--- config.mk ---
export PLATFORM = sky130hd
export DESIGN_NAME = keypad_hold_repeat_tracker
export DESIGN_NICKNAME = d
export VERILOG_FILES = /design/src/hdl/khrt_pkg.sv /design/src/hdl/keypad_hold_repeat_tracker.sv /design/src/hdl/khrt_step.sv
export SDC_FILE = /design/constraint.sdc
export NUM_CORES = 1
export LEC_CHECK = 0
export ABC_AREA = 1
export ABC_CLOCK_PERIOD_IN_PS = 7000
export BUFFER_PORTS_ARGS = -buffer_cell sky130_fd_sc_hd__buf_2
export CAP_MARGIN = 20
export CORE_ASPECT_RATIO = 1.25
export CORE_UTILIZATION = 25
export CTS_BUF_LIST = sky130_fd_sc_hd__clkbuf_16
export DETAILED_ROUTE_END_ITERATION = 8
export SLEW_MARGIN = 5
export SYNTH_ARGS = -nofsm -noshare
export SYNTH_HDL_FRONTEND = slang
export SYNTH_SLANG_ARGS = --single-unit
--- constraint.sdc ---
create_clock -name clk -period 7 [get_ports clk]
set_input_delay 1.4 -clock clk [delete_from_list [all_inputs] [get_ports clk]]
set_output_delay 1.4 -clock clk [all_outputs]
set_load 0.05 [all_outputs]
--- src/hdl/khrt_pkg.sv ---
// Shared types and constants for the keypad hold and repeat tracker.
package khrt_pkg;

  localparam int NUM_KEYS = 10;
  localparam int HOLD_W   = 6;
  localparam int REL_W    = 8;

  typedef logic [NUM_KEYS-1:0] keys_t;
  typedef logic [HOLD_W-1:0]   hold_t;
  typedef logic [REL_W-1:0]    rel_t;
  typedef logic [1:0]          action_t;
  typedef logic [3:0]          key_idx_t;

  // Request actions.
  localparam action_t ACT_TICK  = 2'd0;
  localparam action_t ACT_DIR   = 2'd1;
  localparam action_t ACT_PAIR  = 2'd2;
  localparam action_t ACT_CLEAR = 2'd3;

  // Configuration register indexes.
  localparam logic CFG_PAIR_TRIG = 1'b0;
  localparam logic CFG_DIR_TRIG  = 1'b1;

  localparam hold_t TRIG_PAIR_RESET = 6'd5;
  localparam hold_t TRIG_DIR_RESET  = 6'd10;

  localparam hold_t HOLD_ONE      = 6'd1;
  localparam hold_t HOLD_TOP      = 6'd32;
  localparam hold_t HOLD_FALLBACK = 6'd29;
  localparam rel_t  RELEASE_MAX   = 8'd255;
  localparam rel_t  RELEASE_FIRE  = 8'd1;
  localparam rel_t  RELEASE_UNLATCH = 8'd2;

  // Direction keys in handheld bit order.
  localparam keys_t MASK_RIGHT = 10'b00_0001_0000;
  localparam keys_t MASK_LEFT  = 10'b00_0010_0000;
  localparam keys_t MASK_UP    = 10'b00_0100_0000;
  localparam keys_t MASK_DOWN  = 10'b00_1000_0000;

  typedef struct packed {
    keys_t                          held;
    keys_t                          pressed;
    keys_t                          rpt;
    keys_t                          latch;
    logic [NUM_KEYS-1:0][HOLD_W-1:0] hold_cnt;
    logic [NUM_KEYS-1:0][REL_W-1:0]  rel_cnt;
  } state_t;

  typedef struct packed {
    keys_t held_mask;
    keys_t pressed_mask;
    keys_t repeat_mask;
    keys_t event_mask;
    hold_t hold_time_a;
    rel_t  release_time_a;
  } result_t;

  localparam state_t STATE_RESET = '{
    held:     '0,
    pressed:  '0,
    rpt:      '0,
    latch:    '0,
    hold_cnt: '0,
    rel_cnt:  {NUM_KEYS{RELEASE_MAX}}
  };

endpackage

--- src/hdl/keypad_hold_repeat_tracker.sv ---
// Keypad hold and repeat tracker top level: state, trigger registers and result register.
// The result of an accepted request is registered and shows on the outputs at the next edge.
// Throughput: one request per cycle while the result register is empty or being drained;
// all ten per-key counter lanes update in one pass. A stalled result holds in the output
// register; a new request is taken whenever the result register is empty or being drained in the same cycle.
// Reset (synchronous, active low) clears all key state, sets release counters to 255,
// restores the trigger registers to 5 and 10 and empties the result register.
module keypad_hold_repeat_tracker import khrt_pkg::*; (
  input  logic     clk,
  input  logic     rst_n,
  input  logic     in_valid,
  output logic     in_ready,
  input  action_t  in_action,
  input  keys_t    in_raw_keys,
  input  key_idx_t in_key_a,
  input  key_idx_t in_key_b,
  output logic     out_valid,
  input  logic     out_ready,
  output keys_t    out_held_mask,
  output keys_t    out_pressed_mask,
  output keys_t    out_repeat_mask,
  output keys_t    out_event_mask,
  output hold_t    out_hold_time_a,
  output rel_t     out_release_time_a,
  input  logic     cfg_we,
  input  logic     cfg_index,
  input  hold_t    cfg_wdata
);

  state_t  st_r;
  state_t  st_nxt;
  result_t res_nxt;
  result_t res_r;
  hold_t   pair_trig_r;
  hold_t   dir_trig_r;
  logic    out_valid_r;
  logic    in_fire;

  assign in_ready = !out_valid_r || out_ready;
  assign in_fire  = in_valid && in_ready;

  khrt_step u_step (
    .action    (in_action),
    .raw_keys  (in_raw_keys),
    .key_a     (in_key_a),
    .key_b     (in_key_b),
    .pair_trig (pair_trig_r),
    .dir_trig  (dir_trig_r),
    .st        (st_r),
    .st_nxt    (st_nxt),
    .res       (res_nxt)
  );

  always_ff @(posedge clk) begin
    if (!rst_n) begin
      st_r        <= STATE_RESET;
      pair_trig_r <= TRIG_PAIR_RESET;
      dir_trig_r  <= TRIG_DIR_RESET;
      out_valid_r <= 1'b0;
    end else begin
      if (cfg_we) begin
        case (cfg_index)
          CFG_PAIR_TRIG: pair_trig_r <= cfg_wdata;
          default:       dir_trig_r  <= cfg_wdata;
        endcase
      end
      if (in_fire) begin
        st_r <= st_nxt;
      end
      if (in_fire) begin
        out_valid_r <= 1'b1;
      end else if (out_ready) begin
        out_valid_r <= 1'b0;
      end
    end
  end

  always_ff @(posedge clk) begin
    if (in_fire) begin
      res_r <= res_nxt;
    end
  end

  assign out_valid          = out_valid_r;
  assign out_held_mask      = res_r.held_mask;
  assign out_pressed_mask   = res_r.pressed_mask;
  assign out_repeat_mask    = res_r.repeat_mask;
  assign out_event_mask     = res_r.event_mask;
  assign out_hold_time_a    = res_r.hold_time_a;
  assign out_release_time_a = res_r.release_time_a;

endmodule

--- src/hdl/khrt_step.sv ---
// Next-state and result logic for one request of the keypad tracker.
module khrt_step import khrt_pkg::*; (
  input  action_t  action,
  input  keys_t    raw_keys,
  input  key_idx_t key_a,
  input  key_idx_t key_b,
  input  hold_t    pair_trig,
  input  hold_t    dir_trig,
  input  state_t   st,
  output state_t   st_nxt,
  output result_t  res
);

  // One of the two keys newly pressed while the other is held.
  function automatic logic combo(keys_t pressed, keys_t held, keys_t ma, keys_t mb);
    combo = ((|(pressed & ma)) && (|(held & mb))) ||
            ((|(pressed & mb)) && (|(held & ma)));
  endfunction

  keys_t keys;
  keys_t ma;
  keys_t mb;
  keys_t rel_unlatch;
  keys_t fire_pair;
  keys_t fire_dir;
  state_t tick_st;
  keys_t latch_w;
  keys_t ev;
  hold_t hold_a;
  rel_t  rel_a;

  assign keys = ~raw_keys;

  // Per-key lanes: decoders, flags and the tick update.
  always_comb begin
    tick_st = st;
    tick_st.pressed = keys & ~st.held;
    tick_st.held = keys;
    for (int i = 0; i < NUM_KEYS; i++) begin
      ma[i] = (key_a == key_idx_t'(i));
      mb[i] = (key_b == key_idx_t'(i));
      rel_unlatch[i] = (st.rel_cnt[i] == RELEASE_UNLATCH);
      fire_pair[i] = (st.hold_cnt[i] == pair_trig) || (st.rel_cnt[i] == RELEASE_FIRE);
      fire_dir[i] = (st.hold_cnt[i] == dir_trig) || (st.rel_cnt[i] == RELEASE_FIRE);
      if (keys[i]) begin
        if (st.hold_cnt[i] >= HOLD_TOP) begin
          tick_st.hold_cnt[i] = HOLD_FALLBACK;
        end else begin
          tick_st.hold_cnt[i] = st.hold_cnt[i] + HOLD_ONE;
        end
        tick_st.rel_cnt[i] = '0;
      end else begin
        tick_st.hold_cnt[i] = '0;
        if (st.rel_cnt[i] != RELEASE_MAX) begin
          tick_st.rel_cnt[i] = st.rel_cnt[i] + RELEASE_FIRE;
        end
      end
      tick_st.rpt[i] = (tick_st.hold_cnt[i] == HOLD_ONE) ||
                       (tick_st.hold_cnt[i] == HOLD_TOP);
    end
  end

  // Action evaluation: tick update, clear, or a direction or pair poll in which later matches overwrite earlier ones.
  always_comb begin
    st_nxt = st;
    latch_w = st.latch;
    ev = '0;
    case (action)
      ACT_TICK: begin
        st_nxt = tick_st;
      end
      ACT_DIR: begin
        latch_w = latch_w & ~(rel_unlatch & (MASK_UP | MASK_DOWN | MASK_LEFT | MASK_RIGHT));
        if (combo(st.pressed, st.held, MASK_UP, MASK_LEFT)) begin
          latch_w = latch_w | MASK_UP | MASK_LEFT;
          ev = MASK_UP | MASK_LEFT;
        end
        if (combo(st.pressed, st.held, MASK_UP, MASK_RIGHT)) begin
          latch_w = latch_w | MASK_UP | MASK_RIGHT;
          ev = MASK_UP | MASK_RIGHT;
        end
        if (combo(st.pressed, st.held, MASK_DOWN, MASK_LEFT)) begin
          latch_w = latch_w | MASK_DOWN | MASK_LEFT;
          ev = MASK_DOWN | MASK_LEFT;
        end
        if (combo(st.pressed, st.held, MASK_DOWN, MASK_RIGHT)) begin
          latch_w = latch_w | MASK_DOWN | MASK_RIGHT;
          ev = MASK_DOWN | MASK_RIGHT;
        end
        if (!(|(latch_w & MASK_UP)) && (|(fire_dir & MASK_UP))) begin
          latch_w = latch_w | MASK_UP;
          ev = MASK_UP;
        end
        if (!(|(latch_w & MASK_DOWN)) && (|(fire_dir & MASK_DOWN))) begin
          latch_w = latch_w | MASK_DOWN;
          ev = MASK_DOWN;
        end
        if (!(|(latch_w & MASK_LEFT)) && (|(fire_dir & MASK_LEFT))) begin
          latch_w = latch_w | MASK_LEFT;
          ev = MASK_LEFT;
        end
        if (!(|(latch_w & MASK_RIGHT)) && (|(fire_dir & MASK_RIGHT))) begin
          latch_w = latch_w | MASK_RIGHT;
          ev = MASK_RIGHT;
        end
        st_nxt.latch = latch_w;
      end
      ACT_PAIR: begin
        // Out-of-range indexes decode to an empty mask and take no part.
        latch_w = latch_w & ~(rel_unlatch & (ma | mb));
        if (combo(st.pressed, st.held, ma, mb)) begin
          latch_w = latch_w | ma | mb;
          ev = ma | mb;
        end
        if (!(|(latch_w & ma)) && (|(fire_pair & ma))) begin
          latch_w = latch_w | ma;
          ev = ma;
        end
        if (!(|(latch_w & mb)) && (|(fire_pair & mb))) begin
          latch_w = latch_w | mb;
          ev = mb;
        end
        st_nxt.latch = latch_w;
      end
      default: begin
        st_nxt = STATE_RESET;
      end
    endcase
  end

  // Counters of key_a after the update; zero for an out-of-range index.
  always_comb begin
    hold_a = '0;
    rel_a = '0;
    for (int i = 0; i < NUM_KEYS; i++) begin
      if (ma[i]) begin
        hold_a = hold_a | st_nxt.hold_cnt[i];
        rel_a = rel_a | st_nxt.rel_cnt[i];
      end
    end
  end

  assign res.held_mask      = st_nxt.held;
  assign res.pressed_mask   = st_nxt.pressed;
  assign res.repeat_mask    = st_nxt.rpt;
  assign res.event_mask     = ev;
  assign res.hold_time_a    = hold_a;
  assign res.release_time_a = rel_a;

endmodule

==> impl_results.md, run 1 <==
- Outcome: completed
- Placed Area: 18,700 µm²
- Slew margin rel.: 35.0%
- Yosys top cell area share: 22.3%
- CTS tree: yes
- Synthesized area per cell: 6.69 µm²
- Post-synth top area cell: dfxtp_1
- Worst Tran Pin Value: 0.971 ns
- Yosys warns: 0
- Switching Share: 34.4%
- Drt first pass iters: 6
- Layout cells sized above 1: 8.89%
- CP endpoint: out_event_mask[8]$_DFFE_PP_
- Yosys reg bits: 247
- Bufs on Longest Clock Path: 3
- Clock-pin slew on the worst setup and hold paths: 0.07 ns
- Starting Density: 25.4%
- Number of library cell types mapped by synthesis: 46
- IO Port Bufs: 87
- Total GRT Usage: 19.0%
- Crit path largest cell delay: 0.74 ns
- Width of the die: 238 µm
- Stages on worst setup path: 21
- Largest cells by area after synthesis: dfxtp_1, nand2_1, edfxtp_1
- Hold Crit Class: reg -> reg
- Synth cell count leaders: nand2_1, o21ai_0, inv_1, a21oi_1, nor2_1
- Post-synth EDFFs: 54
- Most used cell, CP: nand2_1
- Crit Path Max Fanout: 30
- Largest net degree at the start of global routing: 141
- # IOs: 88
- Initial antenna violation count: 2
- Setup violators final: 0
- Flop2flop setup slack: 2.29 ns
- Worst path slowest cell: nor2_1
- Post-DP HPWL: 49,700 µm
- Critical path origin: in_key_b[3]
- CTS Sinks: 247
- R2r endpoint: out_event_mask[7]$_DFFE_PP_
- Grt ovf: 0
- Power density cells: 225 nW/µm²
- Skew final: 0.0163 ns
- Placer congestion estimate: 0.975
- First-pass GRT wire length: 105,000 µm
- Vias in the first global route: 17,108
- Layout area overhead: 13.6%
- Critical path launch point type: input port
- Layout net count: 2,694
- Most frequent cell after synthesis: nand2_1
- Post-CTS Hold Buffers: 0
- Hold Fails Final Rpt: 0
- Static Leak: 8.39 nW
- Non-filler instance count after layout: 3,559
- Root Driver: clkbuf_16
- H-tree levels: 1
- Critical path class: in -> reg
- Final Util: 28.8%
- Max-slew violations: 0
- Flop pwr share: 38.1%
- Final period util: 71.7%
- Max-cap viol count: 0
- Reg2Reg Depth: 21
- DIE AREA: 70,500 µm²
- Core Area: 68,400 µm²
- Tmin final: 5.02 ns
- Seq/Total Area, Yosys: 31.6%
- ANT nets after route: 0
- CTS buffer count: 30
- Site Rows: 107
- Initial drt markers: 1,775
- Drt via density: 5.26
- Die height: 297 µm
- Int Power: 2.92 mW
- RSZ-0062 raised after global routing: false
- CTS resizes: 0
- Gate power share: 23.2%
- Arrival time worst endpoint: 5.34 ns
- Post-synth ARST share: 0%
- Residual DRC: 0
- Avg WL per Cell: 19.4 µm
- Cells after DPL: 3,502
- Post-Synthesis Net Count: 2,681
- Post-Layout Inst Area: 19,700 µm²
- WP buf/inv: 1
- Reg-to-Reg Start: pair_trig_r[5]$_SDFFE_PN0P_
- Ys flop type: dfxtp_1
- Cell count after synthesis: 2,595
- Synthesized area: 17,400 µm²
- Final setup TNS: 0 ns
- Net Sw Power: 1.53 mW
- Peak supply drop: 0.188 mV
- Max Fclk: 199 MHz
- Clock Power Share: 38.8%
- Post-Route WL: 69,200 µm
- Required time worst endpoint: 7.33 ns
- Worst skew pair latency: 0.59 ns
- Post-CTS Setup Inserts: 0
- Worst Setup End Kind: register
- Crit path cell chain: buf_2, nor2_1, nand3_1, nand2_1, nor2_1, nand3_1, nand2_2, nand2_4, nand2_1, nand2_2, nand2_1, nand2_1, nor2_4, nand3_2, nand2_1, nand3_1, nand2_1, nor2_2, nand3_2, o21ai_0, nor2_1
- Vias: 18,724
- CP delay by family, top: simple AND/OR/NAND/NOR gates
-- kinds of logic after synthesis --
family                   after synthesis  synth area share, %
buffers and inverters                417                 9.28
XOR/XNOR                              75                 3.78
AO/OA/AOI/OAI                        794                 26.1
adder cells (fa/ha/maj)               54                 3.89
AND/OR/NAND/NOR                     1008                 25.3
flip-flops                           247                 31.6
-- how the worst min path moves through the flow --
stage,cells after the start,start,slack (ns),end
after floorplan,2,st_r[140]$_SDFFE_PN0P_,0.45,st_r[140]$_SDFFE_PN0P_
after global placement,2,st_r[143]$_SDFFE_PN0P_,0.46,st_r[143]$_SDFFE_PN0P_
after detailed placement,2,st_r[140]$_SDFFE_PN0P_,0.46,st_r[140]$_SDFFE_PN0P_
after CTS,2,st_r[140]$_SDFFE_PN0P_,0.47,st_r[140]$_SDFFE_PN0P_
after global routing,2,st_r[148]$_SDFFE_PN0P_,0.49,st_r[148]$_SDFFE_PN0P_
final,2,st_r[140]$_SDFFE_PN0P_,0.48,st_r[140]$_SDFFE_PN0P_
-- metrics by stage --
stage | hold WS [ns] | total power, mW | worst slack, ns
after detailed placement | 0.465 | 2.73 | 1.50
final | 0.478 | 4.45 | 1.98
after global placement | 0.456 | 2.73 | 1.52
after CTS | 0.474 | 4.46 | 2.10
after floorplan | 0.445 | 2.41 | 2.46
after global routing | 0.490 | 4.64 | 1.52
-- placed cells by master (no fill, tap or decap), types with 8 or more instances in the layout --
cell type and instances:
a211oi_1 24, o22ai_1 68, inv_2 11, clkinv_1 8, o21ai_0 305, clkbuf_16 31
nor2_2 9, nand2_2 12, nor2_1 224, a22o_1 8, o21ai_1 15, o211ai_1 65
ha_1 52, or2_2 21, nor2_4 8, nor4_1 18, nand2_1 466, nand4_1 34
dfxtp_1 193, xor2_1 71, o221ai_1 13, buf_2 87, a221oi_1 22, inv_1 276
nand3_1 147, buf_4 25, edfxtp_1 54, nor3_1 52, a31oi_1 17, a21oi_1 236
-- sequential cells by signal (all words and copies together), names as in the netlist --
name                cells
out_hold_time_a         6
out_event_mask         10
dir_trig_r              6
st_r                  180
out_valid               1
pair_trig_r             6
out_release_time_a      8
out_pressed_mask       10
out_held_mask          10
out_repeat_mask        10
-- metal layers --
metal	vias up	global-route usage [%]	share of wire (%)
li1	8968	-	-
met1	8848	24.0	41
met2	758	32.1	47
met3	150	1.96	6.7
met4	0	9.43	5.0
met5	-	0	0
-- power groups by stage --
stage / Sequential [mW] / Combinational (mW) / Clock [mW]
final: 1.69 / 1.03 / 1.72
after global routing: 1.71 / 1.13 / 1.80
after CTS: 1.69 / 1.02 / 1.75
after detailed placement: 1.72 / 1.01 / 0
after global placement: 1.72 / 1.01 / 0
after floorplan: 1.76 / 0.649 / 0
-- tightest hold or removal path: stages, from the launching register on --
cell,delay [ns]
dfxtp_1,0.32
nand2_1,0.06
a21oi_1,0.05
-- final cells by class --
cell class                      instances  area (µm²)
Fill cell                            7524       48700
Multi-Input combinational cell       1931       10300
Sequential cell                       247        5490
Tap cell                              926        1160
Inverter                              284        1080
Clock buffer                           31         776
Timing Repair Buffer                  114         663
Clock inverter                         25         285
Antenna cell                            1        2.50
No activity file was read; power rests on OpenSTA's default activity.
==> run 2, diff against run 1 <==
--- a/config.mk
+++ b/config.mk
@@ -6,7 +6,7 @@
 export NUM_CORES = 1
 export LEC_CHECK = 0
 export ABC_AREA = 1
-export ABC_CLOCK_PERIOD_IN_PS = 7000
+export ABC_CLOCK_PERIOD_IN_PS = 4600
 export BUFFER_PORTS_ARGS = -buffer_cell sky130_fd_sc_hd__buf_2
 export CAP_MARGIN = 20
 export CORE_ASPECT_RATIO = 1.25
==> constraint.sdc (replaced) <==
create_clock -name clk -period 4.6 [get_ports clk]
set_input_delay 0.92 -clock clk [delete_from_list [all_inputs] [get_ports clk]]
set_output_delay 0.92 -clock clk [all_outputs]
set_load 0.05 [all_outputs]
==> impl_results.md, run 2 (synthesis gave the netlist of run 1 again) <==
- Post-Route WL: 70,100 µm
- Gate power share: 23.6%
- Flop pwr share: 37.8%
- Vias: 18,777
- Width of the die: 238 µm
- Max-cap viol count: 0
- Dpl ws: 0.277 ns
- Static Leak: 8.57 nW
- WP buf/inv: 4
- Worst path slowest cell: dfxtp_1
- Int Power: 4.41 mW
- Tmin final: 4.03 ns
- Post-Layout Inst Area: 20,100 µm²
- Max-slew violations: 0
- Grt ovf: 0
- Placed Area: 19,000 µm²
- Critical path class: reg -> reg
- Hold Crit Class: reg -> reg
- Reg-to-Reg Start: pair_trig_r[5]$_SDFFE_PN0P_
- Initial drt markers: 1,860
- Setup violators final: 0
- Max Fclk: 248 MHz
- RSZ-0062 raised after global routing: false
- Switching Share: 34.8%
- Site Rows: 107
- Arrival time worst endpoint: 4.37 ns
- Commonest non-fill, non-tap cell in the layout: nand2_1
- Peak supply drop: 0.196 mV
- Largest Register: st_r
- CTS Sinks: 247
- Clock Power Share: 38.5%
- # IOs: 88
- Drt via density: 5.22
- Layout area overhead: 15.7%
- Clock-pin slew on the worst setup and hold paths: 0.07 ns
- Vias in the first global route: 17,295
- Final setup TNS: 0 ns
- Post-CTS Hold Buffers: 0
- # fillers: 7,559
- Most frequent cells in the layout: nand2_1, o21ai_0, inv_1, a21oi_1, nor2_1
- Die height: 297 µm
- CTS tree: yes
- Worst skew pair latency: 0.60 ns
- Required time worst endpoint: 4.94 ns
- Critical path origin: pair_trig_r[5]$_SDFFE_PN0P_
- Final period util: 87.6%
- Avg WL per Cell: 19.5 µm
- Starting Density: 25.4%
- Crit path cell chain: inv_1, nand2_1, nand2_1, nor3_1, nand3_1, nand2_1, nand2_1, nand2_1, inv_1, nand3_1, nand2_1, nor2_4, nand3_2, buf_4, nand2_1, nand3_1, nand2_1, nor2_4, nand3_2, buf_4, o211ai_1, o21ai_0, nor2_1
- First-pass GRT wire length: 106,000 µm
- Net Sw Power: 2.36 mW
- Initial antenna violation count: 2
- CTS buffer count: 30
- Layout cells sized above 1: 10.4%
- Skew final: 0.0187 ns
- ANT nets after route: 0
- Worst Tran Pin Value: 0.905 ns
- Outcome: completed
- Layout net count: 2,733
- Post-DP HPWL: 51,600 µm
- Drt first pass iters: 6
- Total GRT Usage: 19.3%
- Crit path largest cell delay: 0.57 ns
- CTS resizes: 0
- Power density cells: 337 nW/µm²
- Post-CTS Setup Inserts: 0
- Post-route setup slack: 0.570 ns
- Bufs on Longest Clock Path: 3
- Crit Path Max Fanout: 30
- Largest net degree at the start of global routing: 112
- Max FFs per register: 180
- Residual DRC: 0
- Critical path launch point type: register
- H-tree levels: 1
- Most used cell, CP: nand2_1
- Placer congestion estimate: 1.00
- DIE AREA: 70,500 µm²
- Root Driver: clkbuf_16
- CP delay by family, top: simple AND/OR/NAND/NOR gates
- Core Area: 68,400 µm²
- Min-delay src: st_r[143]$_SDFFE_PN0P_
- Worst Setup End Kind: register
- Slew margin rel.: 39.7%
- IO Port Bufs: 87
- Hold Fails Final Rpt: 0
[run 2: cell count changes in the layout (fill, tap and decap cells not counted), sizes merged]
cell      delta
clkinv       +4
buf         +39
bufinv       -1
clkinvlp     +3
inv          -6
[run 2: final timing paths]
path	to	slack, ns	cells past startpoint
max	out_event_mask[2]$_DFFE_PP_	0.57	23
min	st_r[143]$_SDFFE_PN0P_	0.47	2
max reg2reg	out_event_mask[2]$_DFFE_PP_	0.57	23
min reg2reg	st_r[143]$_SDFFE_PN0P_	0.47	2
[run 2: per-layer routing]
metal  vias up  part of all wire [%]  track usage [%]
met5         -                     0                0
met4         0                   5.6             10.1
met3       182                   6.7             2.67
met2       719                    47             32.5
met1      8837                    41             23.9
li1       9039                     -                -
[run 2: stage by stage]
step                util [%]  power, mW  hold WS (ns)  cells
floorplan                  -       3.67         0.445   2595
global placement        27.8       4.18         0.457   3541
detailed placement      27.8       4.18         0.460   3541
CTS                     29.3       6.79         0.470   3597
global route            29.4       7.07         0.490   3598
finish                  29.4       6.77         0.468   3598
[run 2: power by group through the flow]
stage	Combinational [mW]	Clock (mW)	Sequential (mW)
global placement	1.58	0	2.60
global route	1.76	2.73	2.58
detailed placement	1.58	0	2.60
floorplan	0.987	0	2.68
CTS	1.59	2.65	2.56
finish	1.60	2.61	2.56
[run 2: layout make-up]
class,count,area [µm²],area share (%)
multi-input combinational,1931,10300,51.2
clock buffer,31,776,3.86
tap,926,1160,5.77
antenna,1,2.50,0.0125
timing repair buffer,153,1030,5.13
sequential,247,5490,27.3
inverter,284,1080,5.37
clock inverter,25,273,1.36
[run 2: tightest hold or removal path, delay by kind of cell (launching register included)]
kind / cells / cell delay (ns)
flops: 1 / 0.31
simple gates: 1 / 0.06
compound gates: 1 / 0.05
==> run 3, diff against run 2 <==
--- a/config.mk
+++ b/config.mk
@@ -13,6 +13,7 @@
 export CORE_UTILIZATION = 25
 export CTS_BUF_LIST = sky130_fd_sc_hd__clkbuf_16
 export DETAILED_ROUTE_END_ITERATION = 8
+export PLACE_DENSITY = 0.38
 export SLEW_MARGIN = 5
 export SYNTH_ARGS = -nofsm -noshare
 export SYNTH_HDL_FRONTEND = slang
==> impl_results.md, run 3 (synthesis gave the netlist of run 1 again) <==
- Placed Area: 19,100 µm²
- Core Area: 68,400 µm²
- Initial antenna violation count: 0
- Clock-pin slew on the worst setup and hold paths: 0.06 ns
- Net Sw Power: 2.47 mW
- Worst skew pair latency: 0.56 ns
- Max Fclk: 234 MHz
- DIE AREA: 70,500 µm²
- Drt via density: 5.21
- Peak supply drop: 0.232 mV
- H-tree levels: 2
- WHS Endpoint: st_r[149]$_SDFFE_PN0P_
- Tmin final: 4.28 ns
- Post-DP HPWL: 59,800 µm
- Cells after DPL: 3,557
- Bufs on Longest Clock Path: 3
- ANT nets after route: 0
- Vias: 18,870
- Residual DRC: 0
- Most frequent cells in the layout: nand2_1, o21ai_0, inv_1, a21oi_1, nor2_1
- Hold Crit Class: reg -> reg
- CTS Sinks: 247
- Critical path launch point type: register
- Skew final: 0.0242 ns
- Post-Layout Inst Area: 20,200 µm²
- Avg WL per Cell: 22.3 µm
- Largest net degree at the start of global routing: 124
- Arrival time worst endpoint: 4.68 ns
- Max-slew violations: 0
- Int Power: 4.54 mW
- Placer congestion estimate: 0.994
- WP buf/inv: 2
- Worst Tran Pin Value: 1.01 ns
- Drt first pass iters: 6
- Required time worst endpoint: 5.01 ns
- Min-delay src: st_r[149]$_SDFFE_PN0P_
- Site Rows: 107
- Clock Power Share: 40.0%
- CP delay by family, top: simple AND/OR/NAND/NOR gates
- Slew margin rel.: 32.5%
- Post-CTS Setup Inserts: 0
- Sequential cell area: 5490 µm²
- Worst Setup End Kind: register
- Outcome: completed
- Setup violators final: 0
- Commonest non-fill, non-tap cell in the layout: nand2_1
- Switching Share: 35.3%
- Hold Path Stages: 2
- Largest Register: st_r
- CTS resizes: 0
- # IOs: 88
- Vias in the first global route: 17,892
- Crit Path Max Fanout: 28
- # fillers: 7,565
- Final period util: 93.0%
- Gate power share: 23.3%
- Crit path cell chain: inv_1, nand2_1, nand2_1, a21oi_1, nand3_1, nand2_1, nand2_1, nand2_1, nor2_1, nand3_1, nand2_1, nor2_4, buf_4, nand4_1, nand3_1, nand2_1, nor2_2, nand3_2, o211ai_1, o21ai_0, nor2_1
- Die height: 297 µm
- Width of the die: 238 µm
- Layout cells sized above 1: 11.0%
- Total GRT Usage: 22.6%
- Post-Route WL: 80,900 µm
- Grt ovf: 0
- Initial drt markers: 1,559
- Critical path class: reg -> reg
- Post-CTS Hold Buffers: 0
- R2r endpoint: out_event_mask[2]$_DFFE_PP_
- Flop pwr share: 36.6%
- Layout net count: 2,754
- Static Leak: 8.71 nW
- Flop2flop setup slack: 0.32 ns
- Hold Fails Final Rpt: 0
- Non-filler instance count after layout: 3,621
- Multi-input gate area: 10,300 µm²
- IO Port Bufs: 87
- Max-cap viol count: 0
- Worst path slowest cell: dfxtp_1
- Total Power: 7.01 mW
- CTS tree: yes
- Root Driver: clkbuf_16
- Layout area overhead: 16.6%
- Power density cells: 346 nW/µm²
- CTS buffer count: 35
- RSZ-0062 raised after global routing: false
- Reg-to-Reg Start: pair_trig_r[2]$_SDFFE_PN1P_
- Reg2Reg Depth: 21
- Crit path largest cell delay: 0.65 ns
- Max FFs per register: 180
- Most used cell, CP: nand2_1
- First-pass GRT wire length: 119,000 µm
- Starting Density: 25.4%
run 3: how the worst max path moves through the flow:
| stage | start | endpoint | slack (ns) | cells after the start |
|---|---|---|---|---|
| 3_5_place_dp | in_key_b[1] | out_event_mask[2]$_DFFE_PP_ | -0.03 | 23 |
| 4_1_cts | pair_trig_r[2]$_SDFFE_PN1P_ | out_event_mask[2]$_DFFE_PP_ | 0.30 | 20 |
| 2_1_floorplan | out_ready | out_event_mask[0]$_DFFE_PP_ | 0.54 | 6 |
| 5_1_grt | pair_trig_r[2]$_SDFFE_PN1P_ | out_event_mask[2]$_DFFE_PP_ | 0.05 | 20 |
| 6_report | pair_trig_r[2]$_SDFFE_PN1P_ | out_event_mask[2]$_DFFE_PP_ | 0.32 | 21 |
| 3_3_place_gp | in_key_a[1] | out_event_mask[2]$_DFFE_PP_ | -0.07 | 24 |
run 3: layer usage:
metal / GRT usage (%) / wire length [µm] / share of wire (%)
met1: 27.7 / 34600 / 43
met2: 40.5 / 40100 / 50
met3: 2.80 / 3460 / 4.3
met4: 7.84 / 2730 / 3.4
met5: 0 / 0 / 0
run 3: through the flow:
stage / hold WS, ns / TNS (ns) / util (%) / worst slack, ns
after global placement: 0.457 / -0.129 / 27.9 / -0.0688
after detailed placement: 0.458 / -0.0535 / 27.9 / -0.0347
after global routing: 0.477 / 0 / 29.6 / 0.0482
after floorplan: 0.445 / 0 / - / 0.536
after CTS: 0.467 / 0 / 29.6 / 0.298
final: 0.471 / 0 / 29.6 / 0.323
run 3: final cells by class:
cell class / instances / share of cell area, %
multi-input cells: 1931 / 50.8
flip-flops and latches: 247 / 27.1
well taps: 926 / 5.72
repair buffers: 169 / 5.44
inverters: 284 / 5.33
clock buffers: 37 / 4.57
clock inverters: 26 / 1.06
diodes: 1 / 0.0124
run 3: worst reg2reg max path, delay by kind of cell, from the launching register on:
family          cells  cell delay, ns
simple gates       16            2.27
compound gates      3            0.76
buf+inv             2            0.46
flops               1            0.65
run 3: power by group through the flow:
| stage | registers, mW | logic (mW) | clock network (mW) |
|---|---|---|---|
| 2_1_floorplan | 2.68 | 0.987 | 0 |
| 3_3_place_gp | 2.61 | 1.64 | 0 |
| 3_5_place_dp | 2.61 | 1.63 | 0 |
| 4_1_cts | 2.57 | 1.64 | 2.88 |
| 5_1_grt | 2.59 | 1.81 | 2.95 |
| 6_report | 2.57 | 1.64 | 2.81 |
